File: src/assert_macros.svh
// assertion macros shared by the state memory and the top level
`ifndef ASSERT_MACROS_SVH
`define ASSERT_MACROS_SVH

// checked on every clock edge outside reset
`define CWDA_ASSERT(lbl, prop, msg) \
	lbl: assert property (@(posedge clk) disable iff (!arst_n) prop) else $error(msg);

// checked on every clock edge, reset included
`define CWDA_ASSERT_ALWAYS(lbl, prop, msg) \
	lbl: assert property (@(posedge clk) prop) else $error(msg);

`endif

File: src/cwda_pkg.sv
// types, constants and codes of the counter wrap delta accumulator
package cwda_pkg;

	// number of counter channels held in the state memory
	localparam int CHANNELS = 4;
	localparam int CH_W     = (CHANNELS > 1) ? $clog2(CHANNELS) : 1;

	// fixed field widths
	localparam int CHAN_W  = 2;
	localparam int RAW_W   = 24;
	localparam int VAL_W   = 25;
	localparam int TOT_W   = 32;
	localparam int MASK_W  = 4;
	localparam int LIMIT_W = 16;
	localparam int CFG_IDX_W  = 3;
	localparam int CFG_DATA_W = 16;
	localparam int DIFF_W  = 26;

	// wrap correction thresholds and spans
	localparam logic signed [DIFF_W-1:0] LIM16  = 26'sd32767;
	localparam logic signed [DIFF_W-1:0] SPAN16 = 26'sd65536;
	localparam logic signed [DIFF_W-1:0] LIM24  = 26'sd8388607;
	localparam logic signed [DIFF_W-1:0] SPAN24 = 26'sd16777216;

	localparam logic [LIMIT_W-1:0] ERR_MAX = 16'hFFFF;

	// configuration register indexes
	localparam logic [CFG_IDX_W-1:0] CFG_ENABLE_MASK   = 3'd0;
	localparam logic [CFG_IDX_W-1:0] CFG_WIDE_MASK     = 3'd1;
	localparam logic [CFG_IDX_W-1:0] CFG_ABSOLUTE_MASK = 3'd2;
	localparam logic [CFG_IDX_W-1:0] CFG_SOFT_LIMIT    = 3'd3;
	localparam logic [CFG_IDX_W-1:0] CFG_HARD_LIMIT    = 3'd4;

	// result status codes
	typedef enum logic [1:0] {
		STAT_OK   = 2'd0,
		STAT_SKIP = 2'd1,
		STAT_ERR  = 2'd2,
		STAT_HARD = 2'd3
	} status_t;

	typedef struct packed {
		logic [CHAN_W-1:0] channel;
		logic [RAW_W-1:0]  raw_value;
		logic              read_failed;
	} reading_t;

	typedef struct packed {
		logic signed [VAL_W-1:0] counter_value;
		logic [TOT_W-1:0]        absolute_total;
		status_t                 status;
		logic                    soft_limit_hit;
	} result_t;

	// per channel entry of the state memory
	typedef struct packed {
		logic [RAW_W-1:0] prev;
		logic             first;
		logic [TOT_W-1:0] total;
	} entry_t;

	localparam entry_t ENTRY_RESET = '{prev: '0, first: 1'b1, total: '0};

	// write-back request into the state memory
	typedef struct packed {
		logic            en;
		logic [CH_W-1:0] addr;
		entry_t          data;
	} mem_wr_t;

endpackage

File: src/cwda_state_mem.sv
// per channel state memory with registered read, valid bits and write forwarding
module cwda_state_mem (
	input  logic             clk,
	input  logic             arst_n,
	input  logic             rd_en,
	input  logic [cwda_pkg::CH_W-1:0] rd_addr,
	input  cwda_pkg::mem_wr_t wr,
	output cwda_pkg::entry_t rd_data
);
	import cwda_pkg::*;

	`include "assert_macros.svh"

	entry_t             mem [CHANNELS];
	logic [CHANNELS-1:0] valid_q;
	entry_t             rdata_q;
	logic               rvalid_q;
	logic               fwd_q;
	entry_t             fwd_data_q;

	// memory array write
	always_ff @(posedge clk) begin
		if (wr.en) begin
			mem[wr.addr] <= wr.data;
		end
	end

	// entry valid bits, cleared by reset
	always_ff @(posedge clk or negedge arst_n) begin
		if (!arst_n) begin
			valid_q <= '0;
		end else if (wr.en) begin
			valid_q[wr.addr] <= 1'b1;
		end
	end

	// registered read, with bypass of a write to the same entry in the same cycle
	always_ff @(posedge clk or negedge arst_n) begin
		if (!arst_n) begin
			rvalid_q <= 1'b0;
			fwd_q    <= 1'b0;
		end else if (rd_en) begin
			rvalid_q <= valid_q[rd_addr];
			fwd_q    <= wr.en && (wr.addr == rd_addr);
		end
	end

	always_ff @(posedge clk) begin
		if (rd_en) begin
			rdata_q    <= mem[rd_addr];
			fwd_data_q <= wr.data;
		end
	end

	// read data select: forwarded write, unwritten entry or stored entry
	always_comb begin
		if (fwd_q) begin
			rd_data = fwd_data_q;
		end else if (!rvalid_q) begin
			rd_data = ENTRY_RESET;
		end else begin
			rd_data = rdata_q;
		end
	end

	`CWDA_ASSERT(a_wr_sets_valid, wr.en |=> valid_q[$past(wr.addr)], "written entry not marked valid")
	`CWDA_ASSERT(a_fwd_on_collision, (rd_en && wr.en && (wr.addr == rd_addr)) |=> fwd_q, "read of entry under write not forwarded")
	`CWDA_ASSERT_ALWAYS(a_valid_reset, !arst_n |=> (valid_q == '0), "valid bits not cleared in reset")

endmodule

File: src/cwda_update.sv
// per item datapath: conversion, wrap correction, accumulation and error counting
module cwda_update (
	input  cwda_pkg::reading_t             item,
	input  cwda_pkg::entry_t               entry,
	input  logic [cwda_pkg::MASK_W-1:0]    enable_mask,
	input  logic [cwda_pkg::MASK_W-1:0]    wide_mask,
	input  logic [cwda_pkg::MASK_W-1:0]    absolute_mask,
	input  logic [cwda_pkg::LIMIT_W-1:0]   error_soft_limit,
	input  logic [cwda_pkg::LIMIT_W-1:0]   error_hard_limit,
	input  logic [cwda_pkg::LIMIT_W-1:0]   err_count,
	output cwda_pkg::result_t              res,
	output cwda_pkg::mem_wr_t              wr,
	output logic                           err_upd,
	output logic [cwda_pkg::LIMIT_W-1:0]   err_next
);
	import cwda_pkg::*;

	logic                     ch_ok;
	logic                     en;
	logic                     wide;
	logic                     absolute;
	logic signed [VAL_W-1:0]  cur;
	logic signed [VAL_W-1:0]  old;
	logic signed [DIFF_W-1:0] diff_raw;
	logic signed [DIFF_W-1:0] diff_fix;
	logic signed [DIFF_W-1:0] lim;
	logic signed [DIFF_W-1:0] span;
	logic [TOT_W-1:0]         total_new;
	logic [RAW_W-1:0]         prev_new;
	logic                     err_sat;

	assign ch_ok    = 32'(item.channel) < CHANNELS;
	assign en       = enable_mask[item.channel];
	assign wide     = wide_mask[item.channel];
	assign absolute = absolute_mask[item.channel];

	// reading and previous reading in the channel's counter mode
	always_comb begin
		if (wide) begin
			cur  = $signed({1'b0, item.raw_value});
			old  = $signed({1'b0, entry.prev});
			lim  = LIM24;
			span = SPAN24;
		end else begin
			cur  = $signed({{(VAL_W-16){item.raw_value[15]}}, item.raw_value[15:0]});
			old  = $signed({{(VAL_W-16){entry.prev[15]}}, entry.prev[15:0]});
			lim  = LIM16;
			span = SPAN16;
		end
		if (entry.first) begin
			old = cur;
		end
	end

	// wrap-corrected difference and new total
	always_comb begin
		diff_raw = {cur[VAL_W-1], cur} - {old[VAL_W-1], old};
		if (diff_raw < -lim) begin
			diff_fix = diff_raw + span;
		end else if (diff_raw > lim) begin
			diff_fix = diff_raw - span;
		end else begin
			diff_fix = diff_raw;
		end
		total_new = entry.total + {{(TOT_W-DIFF_W){diff_fix[DIFF_W-1]}}, diff_fix};
		if (absolute || entry.first) begin
			prev_new = cur[RAW_W-1:0];
		end else begin
			prev_new = entry.prev;
		end
	end

	// saturating error count
	assign err_sat  = (err_count == ERR_MAX);
	assign err_next = err_sat ? err_count : err_count + 16'd1;
	assign err_upd  = ch_ok && en && item.read_failed;

	// result and state write-back
	always_comb begin
		res.counter_value  = '0;
		res.absolute_total = ch_ok ? entry.total : '0;
		res.status         = STAT_SKIP;
		res.soft_limit_hit = 1'b0;
		wr.en              = 1'b0;
		wr.addr            = CH_W'(item.channel);
		wr.data.prev       = prev_new;
		wr.data.first      = 1'b0;
		wr.data.total      = absolute ? total_new : entry.total;
		if (ch_ok && en) begin
			if (item.read_failed) begin
				res.status         = (err_next >= error_hard_limit) ? STAT_HARD : STAT_ERR;
				res.soft_limit_hit = !err_sat && (err_next == error_soft_limit);
			end else begin
				wr.en              = 1'b1;
				res.counter_value  = cur;
				res.absolute_total = wr.data.total;
				res.status         = STAT_OK;
			end
		end
	end

endmodule

File: src/counter_wrap_delta_accumulator.sv
// top level of the counter wrap delta accumulator
//
// channel   direction  handshake                          payload
// reading   in         reading_valid / reading_ready      reading (channel, raw_value, read_failed)
// result    out        result_valid / result_ready        result (value, total, status, soft hit)
// cfg       in         cfg_wr_en, no wait                 cfg_index, cfg_data
//
// one reading per cycle unless the output stalls; a result passes stage 1 and the output register
// the accepting edge registers the channel entry read from the state memory; as stage 1
// advances it updates, writes back and loads the output register; a write to the entry being
// read is forwarded
// reset clears the valid bits of the memory, so unwritten entries read as reset state
// a stalled result holds stage 1; a new reading is taken while the output is freed
module counter_wrap_delta_accumulator (
	input  logic                 clk,
	input  logic                 arst_n,
	input  logic                 reading_valid,
	output logic                 reading_ready,
	input  cwda_pkg::reading_t   reading,
	output logic                 result_valid,
	input  logic                 result_ready,
	output cwda_pkg::result_t    result,
	input  logic                 cfg_wr_en,
	input  logic [cwda_pkg::CFG_IDX_W-1:0]  cfg_index,
	input  logic [cwda_pkg::CFG_DATA_W-1:0] cfg_data
);
	import cwda_pkg::*;

	`include "assert_macros.svh"

	logic [MASK_W-1:0]  enable_mask_q;
	logic [MASK_W-1:0]  wide_mask_q;
	logic [MASK_W-1:0]  absolute_mask_q;
	logic [LIMIT_W-1:0] soft_limit_q;
	logic [LIMIT_W-1:0] hard_limit_q;
	logic [LIMIT_W-1:0] err_count_q;

	logic               valid_s1;
	reading_t           item_s1;
	logic               out_valid_q;
	result_t            out_q;

	logic               in_fire;
	logic               adv_s1;
	entry_t             entry;
	result_t            res;
	mem_wr_t            upd_wr;
	mem_wr_t            mem_wr;
	logic               err_upd;
	logic [LIMIT_W-1:0] err_next;

	// configuration registers
	always_ff @(posedge clk or negedge arst_n) begin
		if (!arst_n) begin
			enable_mask_q   <= 4'd15;
			wide_mask_q     <= 4'd15;
			absolute_mask_q <= 4'd0;
			soft_limit_q    <= 16'd25;
			hard_limit_q    <= 16'd50;
		end else if (cfg_wr_en) begin
			unique case (cfg_index)
				CFG_ENABLE_MASK:   enable_mask_q   <= cfg_data[MASK_W-1:0];
				CFG_WIDE_MASK:     wide_mask_q     <= cfg_data[MASK_W-1:0];
				CFG_ABSOLUTE_MASK: absolute_mask_q <= cfg_data[MASK_W-1:0];
				CFG_SOFT_LIMIT:    soft_limit_q    <= cfg_data[LIMIT_W-1:0];
				CFG_HARD_LIMIT:    hard_limit_q    <= cfg_data[LIMIT_W-1:0];
				default: begin
				end
			endcase
		end
	end

	// handshake and stage advance
	assign adv_s1        = valid_s1 && (!out_valid_q || result_ready);
	assign reading_ready = !valid_s1 || adv_s1;
	assign in_fire       = reading_valid && reading_ready;

	// stage 1 holds the item while its entry is read
	always_ff @(posedge clk or negedge arst_n) begin
		if (!arst_n) begin
			valid_s1 <= 1'b0;
		end else if (reading_ready) begin
			valid_s1 <= reading_valid;
		end
	end

	always_ff @(posedge clk) begin
		if (in_fire) begin
			item_s1 <= reading;
		end
	end

	// write back only when the item leaves stage 1
	always_comb begin
		mem_wr    = upd_wr;
		mem_wr.en = upd_wr.en && adv_s1;
	end

	cwda_state_mem u_mem (
		.clk     (clk),
		.arst_n  (arst_n),
		.rd_en   (in_fire),
		.rd_addr (CH_W'(reading.channel)),
		.wr      (mem_wr),
		.rd_data (entry)
	);

	cwda_update u_update (
		.item             (item_s1),
		.entry            (entry),
		.enable_mask      (enable_mask_q),
		.wide_mask        (wide_mask_q),
		.absolute_mask    (absolute_mask_q),
		.error_soft_limit (soft_limit_q),
		.error_hard_limit (hard_limit_q),
		.err_count        (err_count_q),
		.res              (res),
		.wr               (upd_wr),
		.err_upd          (err_upd),
		.err_next         (err_next)
	);

	// shared error counter
	always_ff @(posedge clk or negedge arst_n) begin
		if (!arst_n) begin
			err_count_q <= '0;
		end else if (adv_s1 && err_upd) begin
			err_count_q <= err_next;
		end
	end

	// output register
	always_ff @(posedge clk or negedge arst_n) begin
		if (!arst_n) begin
			out_valid_q <= 1'b0;
		end else if (adv_s1) begin
			out_valid_q <= 1'b1;
		end else if (result_ready) begin
			out_valid_q <= 1'b0;
		end
	end

	always_ff @(posedge clk) begin
		if (adv_s1) begin
			out_q <= res;
		end
	end

	assign result_valid = out_valid_q;
	assign result       = out_q;

	`CWDA_ASSERT(a_err_monotonic, err_count_q >= $past(err_count_q), "error count decreased")
	`CWDA_ASSERT(a_stall_reason, !reading_ready |-> (valid_s1 && out_valid_q && !result_ready), "input stalled without a full pipeline")
	`CWDA_ASSERT(a_soft_hit_on_error, (out_valid_q && out_q.soft_limit_hit) |-> (out_q.status == STAT_ERR || out_q.status == STAT_HARD), "soft limit hit without a read error")
	`CWDA_ASSERT(a_write_on_advance, mem_wr.en |-> (adv_s1 && !item_s1.read_failed), "state written without a good reading leaving stage 1")

endmodule

File: config.mk
export PLATFORM = sky130hd
export DESIGN_NAME = counter_wrap_delta_accumulator
export DESIGN_NICKNAME = d
export VERILOG_FILES = /design/src/cwda_pkg.sv /design/src/cwda_state_mem.sv /design/src/cwda_update.sv /design/src/counter_wrap_delta_accumulator.sv
export VERILOG_INCLUDE_DIRS = /design/src /design/src/src
export SDC_FILE = /design/constraint.sdc
export NUM_CORES = 1
export LEC_CHECK = 0
export BUFFER_PORTS_ARGS = -buffer_cell sky130_fd_sc_hd__buf_2
export CORE_MARGIN = 2
export CORE_UTILIZATION = 62
export CTS_CLUSTER_SIZE = 40
export DETAILED_ROUTE_END_ITERATION = 7
export HOLD_SLACK_MARGIN = 0.1
export PLACE_DENSITY_LB_ADDON = 0.05
export SYNTH_ARGS = -nofsm -noshare
export SYNTH_HDL_FRONTEND = slang
export SYNTH_HIERARCHICAL = 1
export SYNTH_SLANG_ARGS = --single-unit
File: constraint.sdc
create_clock -name clk -period 10.7 [get_ports clk]
set_input_delay 2.675 -clock clk [delete_from_list [all_inputs] [get_ports clk]]
set_output_delay 2.675 -clock clk [all_outputs]
set_load 0.01 [all_outputs]
* Word-level counts from Yosys, hierarchy flattened
Memories as Yosys holds them, arrays and structs flattened. A register that Yosys moved wholly into a read port is not among the register bits.
Index checks and enable logic that the tools add are counted.
Widths: inputs -> output; s select.
** Operators by class
- Multipliers :: 0
- Divide/modulo/power cells :: 0
- Add/subtract/negate cells :: 6
- Bitwise logic cells :: 2
- Shift-type cells :: 0
- Muxes and demuxes :: 33
- Order comparisons :: 6
- Equality and inequality tests :: 7
- Reductions and logical operators :: 23
** Operators with widths (number)
- $mux 57 :: 2
- $mux 25 :: 4
- $mux 32 :: 2
- $mux 26 :: 2
- $mux 35 :: 1
- $add 32x32->32 :: 1
- $add 26x26->26 :: 1
- $gt 26x24->1 :: 1
- $lt 26x26->1 :: 1
- $neg 23->26 :: 1
- $sub 25x25->26 :: 1
- $sub 26x26->26 :: 1
- $mux 24 :: 1
- $mux 23 :: 1
- $add 16x1->16 const B :: 1
- $eq 16x16->1 :: 1
- $eq 16x16->1 const B :: 1
- $ge 16x16->1 :: 1
- $mux 16 :: 1
- $mux 1 :: 13
- $reduce_and 2->1 :: 6
- $bmux 1 s2 :: 4
- $logic_and 1x1->1 :: 8
- $eq 3x2->1 const B :: 2
- other kinds (14) :: 19
** Storage, ports and cells
- Memories kept :: 1
- Output and inout port bits :: 62
- Register bits after elaboration :: 212
- ROM bits :: 0
- Bits in writable memories :: 224
- Bits of input ports :: 51
- Word-level logic and storage cells :: 100
- Bits in latches :: 0
** Memory list
- u_mem.mem :: words 4, width 56, rd ports 1, clocked after memory_dff 1, write ports 1, line cwda_state_mem.sv:14 : entry_t mem [CHANNELS];

* Depth between registers and ports, before layout
Gate-level depths: netlist of the first run.
- Depth in word-level cells :: 12
- Depth in mapped cells :: 40
- Gate-level depth less buffers :: 36

* By module
The synthesis of the first run kept the hierarchy.
** By module, submodules not included
- cwda_state_mem :: instances 1, area an instance 12573.3 um^2, cells an instance 512, sequential area each 10420.0 um^2
- cwda_update :: instances 1, area an instance 6691.4 um^2, cells an instance 972, sequential area each 0.0 um^2
- counter_wrap_delta_accumulator :: instances 1, area an instance 5128.7 um^2, cells an instance 227, sequential area each 4181.5 um^2

* Least setup slack after synthesis of the first run
No wires, ideal clock.
- Kind :: reg-to-reg
- Start :: register u_mem.rvalid_q
- End :: register u_mem/fwd_data_q[30] (netlist name), data pin
- Stages on the path, launching flop included :: 38
- Path buffers :: 4
- Setup time :: 0.268 ns
- Required time :: 10.432 ns
- Slack :: 2.406 ns
- Period minus slack after synthesis :: 8.294 ns
- Arrival time :: 8.026 ns
- Path through :: dfrtp_1 -> nor2b_1 -> buf_2 -> buf_2 -> a2bb2oi_1 -> buf_2 -> buf_1 -> mux2i_1 -> ha_1 -> or2b_2 -> a21oi_1 -> o21ba_1 -> o41a_1 -> o2111a_1 -> nor4_4 -> ha_1 -> nor3b_1 -> a211o_1 -> (+2 left out) -> nand4b_1 -> nor4_1 -> a211oi_2 -> nor2b_1 -> and3_1 -> mux2i_1 -> xnor2_1 -> ha_1 -> a21o_1 -> a21o_1 -> a21oi_1 -> o31ai_1 -> inv_1 -> o21ai_0 -> a31oi_1 -> o21ai_0 -> xor2_1 -> mux2_2
** RTL lines
- start: declaration :: line cwda_state_mem.sv:17 : logic rvalid_q;
- start signal: assignment :: line cwda_state_mem.sv:43 : rvalid_q <= valid_q[rd_addr];
- end signal: assignment :: line cwda_state_mem.sv:51 : fwd_data_q <= wr.data;
- end: declaration :: line cwda_state_mem.sv:19 : entry_t fwd_data_q;

==> results of run 1 <==
-- per-layer routing --
layer,global-route usage,routed length (um)
met2,0.436,26000
met4,0.0826,1570
met1,0.381,23900
met5,0,0
met3,0.0395,2640
-- cell families after synthesis --
kind of cell / after synthesis / share of synthesized area
xor+xnor: 83 / 0.0298
mux: 190 / 0.118
flops: 497 / 0.599
other cells: 1 / 0.000154
fa+ha+maj: 99 / 0.0514
compound gates: 336 / 0.0959
buf+inv: 132 / 0.0288
simple gates: 373 / 0.0772
-- registers in the layout, indices dropped and copies added, names as in the netlist, 16 cells and up --
register,flops
result,60
item_s1,27
u_mem/rdata_q,57
u_mem/mem,228
u_mem/fwd_data_q,57
soft_limit_q,16
hard_limit_q,16
err_count_q,16
-- area by class of cell --
class,instances,area share
antenna,1,0.0000929
clock buffer,60,0.0487
clock inverter,31,0.0103
inverter,65,0.00906
multi-input combinational,1082,0.339
sequential,497,0.542
tap,518,0.0241
timing repair buffer,132,0.0265
-- where the power goes --
part           internal [mW]  total (mW)  switching, mW
logic                   1.10        2.91           1.81
clock network          0.971        1.68          0.713
registers               2.58        2.66         0.0857
total                   4.65        7.26           2.61
-- worst paths after layout --
path | to | slack (ps) | cells after the start
worst max-delay path | u_mem/mem[1][31]$_DFFE_PP_ | 1100 | 33
max in group asynchronous | u_mem/fwd_q$_DFFE_PN0P_ | 7790 | 2
worst min-delay path | u_mem/valid_q[1]$_DFFE_PN0P_ | 480 | 1
min in group asynchronous | soft_limit_q[9]$_DFFE_PN0P_ | 2280 | 2
worst min register to register | u_mem/valid_q[1]$_DFFE_PN0P_ | 480 | 1
worst max register to register | u_mem/mem[1][31]$_DFFE_PP_ | 1100 | 33
-- cells in the final DEF, fill, tap and decap left out, types with 14 or more instances in the layout --
cell	synthesis	routed
dfstp_2	14	14
dfrtp_1	54	53
mux2_2	79	79
xnor2_1	48	48
nand2_1	152	152
inv_1	63	63
nor2_1	75	74
xor2_1	35	35
mux4_2	58	59
o21ai_0	47	47
a22o_1	56	56
and2_1	19	17
mux2_4	21	21
edfxtp_1	429	429
mux2i_1	25	25
a21o_1	30	30
clkbuf_16	0	51
buf_2	19	111
ha_1	97	97
buf_4	4	21
nand3_1	17	17
a21oi_1	96	96
-- worst max-delay path: cells and delay by family, from the launching register on --
kind	cells	cell delay, ps
xor gates and xnor gates	2	410
and+or+nand+nor	11	2560
DFF	1	540
muxes	2	1060
adders and majority gates	3	1260
AOI/OAI and AO/OA	14	3400
buffers and inverters	1	120
==> flow_metrics.env, run 1 <==
export IMPL_cp_common_cell="a21oi_1"
export IMPL_area_growth_pct=10.4
export IMPL_fin_tns_setup_ps=0
export IMPL_yosys_top_cells_area="edfxtp_1 53%, dfrtp_1 5.5%, mux4_2 5.4%, ha_1 5.0%, mux2_2 3.6%"
export IMPL_syn_area_um2=24400
export IMPL_overflow=0
export IMPL_post_dp_cell_area_um2=25300
export IMPL_syn_area_per_cell_um2=14.3
export IMPL_clkSinkCount=497
export IMPL_ys_types=104
export IMPL_worstSkewPairLatency_ps=590
export IMPL_required_ps=11060
export IMPL_ys_seq_elements=497
export IMPL_placed_cells=2294
export IMPL_slew_headroom=0.267
export IMPL_clk_pin_slew_worst_paths_ps=70
export IMPL_hold_ws_ps=476
export IMPL_place_hpwl_um=34600
export IMPL_synth_cells=1711
export IMPL_cp_max_fo=30
export IMPL_fin_crit_ps=9600
export IMPL_first_iter_violations=1048
export IMPL_clockBufferDepth=3
export IMPL_io_pins=113
export IMPL_final_area_um2=26900
export IMPL_nets=1977
export IMPL_gp_congestion=0.949
export IMPL_seqCellArea_um2=14600
export IMPL_firstDrtPassIters=7
export IMPL_antenna_left=0
export IMPL_p_leak_nw=10.5
export IMPL_place_ws_ps=1240
export IMPL_vias=14800
export IMPL_start_util=0.630
export IMPL_grtUsageTotal=0.269
export IMPL_peakVddDrop_mv=0.175
export IMPL_p_per_area_nw_per_um2=269
export IMPL_finalWirelength_um=54100
export IMPL_hp_class="reg -> reg"
export IMPL_die_w_um=202
export IMPL_startpoint="item_s1[25]$_DFFE_PP_"
export IMPL_fmaxAchievable_ghz=0.104
export IMPL_yosys_warnings=6
export IMPL_grt_pass1_wl_um=84400
export IMPL_layout_worst_path_cycle_share=0.897
export IMPL_ys_top_cells_by_count="429 x edfxtp_1, 152 x nand2_1, 97 x ha_1"
export IMPL_drc=0
export IMPL_reg2reg_from="item_s1[25]$_DFFE_PP_"
export IMPL_cp_slowest_cell="mux4_2"
export IMPL_synth_main_ff_cell="edfxtp_1"
export IMPL_cp_arrival_ps=9960
export IMPL_n_fill_cell=2661
export IMPL_wl_per_cell_um=22.7
export IMPL_multi_input_area_um2=9130
export IMPL_synth_seq_area_share=0.599
export IMPL_cts_resized=0
export IMPL_status="finished, final reports clean"
export IMPL_cp_end_kind="register"
export IMPL_cts_root_buf="clkbuf_16"
export IMPL_drive_gt1_frac=0.231
export IMPL_tightestPinTransition_ps=1100
export IMPL_antenna_found_initial=0
export IMPL_layout_setup_ws_ps=1100
export IMPL_post_route_util=0.695
export IMPL_synth_edf_count=429
export IMPL_crit_path_start_kind="register"
export IMPL_drv_slew=0
export IMPL_hp_start="u_mem/valid_q[1]$_DFFE_PN0P_"
export IMPL_grt_max_degree=69
export IMPL_rsz0062_at_grt="no"
export IMPL_finalClockSkew_ps=24.1
export IMPL_fp_dieH_um=202
export IMPL_crit_type="reg -> reg"
export IMPL_cpPeakStageDelay_ps=870
export IMPL_cts_tree="built"
export IMPL_cts_hold_buf=0
export IMPL_post_cts_buffers=0
export IMPL_io_buffers=112
export IMPL_hold_viol=0
export IMPL_numCtsBuffers=49
export IMPL_viasPerCell=6.18
export IMPL_grt_pass1_vias=14700
export IMPL_rows=72
export IMPL_synth_fp_nets=1861
export IMPL_async_flop_share=0.137
export IMPL_p_total_mw=7.26
export IMPL_cap_violations=0
export IMPL_synth_most_common_cell="edfxtp_1"
export IMPL_htreeDepth=2
export IMPL_synth_top_cell_by_area="edfxtp_1"
export IMPL_die_area_um2=40900
export IMPL_core_um2=38700
export IMPL_synth_top_cell_area_share=0.528
export IMPL_layoutNonFillerInstCount=2386
export IMPL_setup_violations=0
Power figures use the tool's default switching activity.
==> run 2: changes to the inputs <==
--- a/config.mk
+++ b/config.mk
@@ -6,11 +6,11 @@
 export SDC_FILE = /design/constraint.sdc
 export NUM_CORES = 1
 export LEC_CHECK = 0
-export BUFFER_PORTS_ARGS = -buffer_cell sky130_fd_sc_hd__buf_2
 export CORE_MARGIN = 2
-export CORE_UTILIZATION = 62
+export CORE_UTILIZATION = 64
 export CTS_CLUSTER_SIZE = 40
 export DETAILED_ROUTE_END_ITERATION = 7
+export DONT_BUFFER_PORTS = 1
 export HOLD_SLACK_MARGIN = 0.1
 export PLACE_DENSITY_LB_ADDON = 0.05
 export SYNTH_ARGS = -nofsm -noshare
==> run 2 against run 1 <==
Against the previous run: clock skew grew 9.9 ps; wire length shrank 1.5%; register-to-register slack lost 180 ps; cell area shrank 2.4%.
==> flow_metrics.env, run 2 (synthesis results as in run 1) <==
export IMPL_drc=0
export IMPL_peakVddDrop_mv=0.163
export IMPL_antenna_left=0
export IMPL_fin_crit_ps=9780
export IMPL_tightestPinTransition_ps=1210
export IMPL_status="finished, final reports clean"
export IMPL_cp_end_kind="register"
export IMPL_place_ws_ps=1160
export IMPL_finalClockSkew_ps=34.0
export IMPL_fmaxAchievable_ghz=0.102
export IMPL_cp_slowest_cell="mux4_2"
export IMPL_fp_dieH_um=199
export IMPL_reg2reg_from="item_s1[25]$_DFFE_PP_"
export IMPL_grt_max_degree=73
export IMPL_io_pins=113
export IMPL_clockBufferDepth=3
export IMPL_drive_gt1_frac=0.177
export IMPL_nets=1859
export IMPL_cts_resized=0
export IMPL_post_cts_buffers=0
export IMPL_cts_root_buf="clkbuf_16"
export IMPL_crit_path_start_kind="register"
export IMPL_largest_reg_flops=228
export IMPL_rsz0062_at_grt="no"
export IMPL_core_um2=37600
export IMPL_hold_viol=0
export IMPL_largest_register="u_mem/mem"
export IMPL_hp_class="reg -> reg"
export IMPL_fin_tns_setup_ps=0
export IMPL_antenna_found_initial=0
export IMPL_start_util=0.649
export IMPL_wl_per_cell_um=23.6
export IMPL_slew_headroom=0.176
export IMPL_numCtsBuffers=49
export IMPL_first_iter_violations=930
export IMPL_cts_tree="built"
export IMPL_gp_congestion=0.922
export IMPL_htreeDepth=2
export IMPL_layout_worst_path_cycle_share=0.914
export IMPL_cp_common_cell="a21oi_1"
export IMPL_clk_pin_slew_worst_paths_ps=60
export IMPL_area_growth_pct=7.70
export IMPL_grtUsageTotal=0.274
export IMPL_startpoint="item_s1[25]$_DFFE_PP_"
export IMPL_crit_family="compound AO/OA/AOI/OAI gates"
export IMPL_hold_ws_ps=473
export IMPL_final_cell_mix="429 x edfxtp_1, 152 x nand2_1, 97 x ha_1"
export IMPL_grt_pass1_wl_um=81500
export IMPL_viasPerCell=6.34
export IMPL_firstDrtPassIters=6
export IMPL_place_hpwl_um=34000
export IMPL_p_per_area_nw_per_um2=274
export IMPL_drv_slew=0
export IMPL_finalWirelength_um=53300
export IMPL_vias=14300
export IMPL_cts_hold_buf=0
export IMPL_clkSinkCount=497
export IMPL_crit_buf_inv=1
export IMPL_crit_type="reg -> reg"
export IMPL_die_w_um=199
export IMPL_p_leak_nw=10.1
export IMPL_cp_max_fo=30
export IMPL_hp_start="u_mem/valid_q[1]$_DFFE_PN0P_"
export IMPL_setup_violations=0
export IMPL_final_common_cell="edfxtp_1"
export IMPL_cap_violations=0
export IMPL_grt_pass1_vias=14100
export IMPL_layout_setup_ws_ps=917
export IMPL_n_fill_cell=2528
export IMPL_diodes=0
export IMPL_io_buffers=0
export IMPL_cp_arrival_ps=10140
export IMPL_required_ps=11060
export IMPL_worstSkewPairLatency_ps=600
export IMPL_overflow=0
export IMPL_rows=71
export IMPL_cpPeakStageDelay_ps=870
export IMPL_die_area_um2=39700
[run 2: cell types whose count changed in the layout (fill, tap and decap cells not counted), sizes merged]
cell	before	now
diode	1	0
bufinv	4	2
clkinvlp	6	2
clkbuf	60	69
clkinv	18	12
buf	132	14
[run 2: path summary, 6_finish.rpt]
path	end	slack [ps]	cells past startpoint
worst max register to register	u_mem/mem[0][31]$_DFFE_PP_	920	33
worst min register to register	u_mem/valid_q[1]$_DFFE_PN0P_	470	1
worst max-delay path	u_mem/mem[0][31]$_DFFE_PP_	920	33
worst min-delay path	u_mem/valid_q[1]$_DFFE_PN0P_	470	1
min in group asynchronous	soft_limit_q[10]$_DFFE_PN0P_	1770	0
max in group asynchronous	wide_mask_q[0]$_DFFE_PN1P_	8740	0
[run 2: through the flow]
stage	util	power, mW	instance area, um^2	instances
after CTS	0.699	7.19	26300	2257
after global placement	0.658	5.46	24700	2169
after floorplan	-	4.83	24400	1711
after detailed placement	0.658	5.51	24700	2169
final	0.699	7.19	26300	2257
after global routing	0.699	7.56	26300	2257
[run 2: cell type report]
class | count | area, um^2 | share of cell area
Clock inverter | 19 | 156 | 0.00595
Inverter | 65 | 244 | 0.00929
Sequential cell | 497 | 14600 | 0.556
Timing Repair Buffer | 14 | 105 | 0.00400
Clock buffer | 69 | 1390 | 0.0531
Tap cell | 511 | 639 | 0.0243
Multi-Input combinational cell | 1082 | 9130 | 0.348
[run 2: per-layer routing]
metal / global-route usage / vias to the layer above / share of wire
li1: - / 6556 / -
met1: 0.387 / 7196 / 0.44
met2: 0.442 / 476 / 0.48
met3: 0.0449 / 81 / 0.062
met4: 0.0790 / 0 / 0.023
met5: 0 / - / 0
[run 2: report_power, final]
part	switching, mW	internal (mW)
Clock	0.698	0.956
Sequential	0.112	2.58
Combinational	1.78	1.07
Total	2.59	4.60
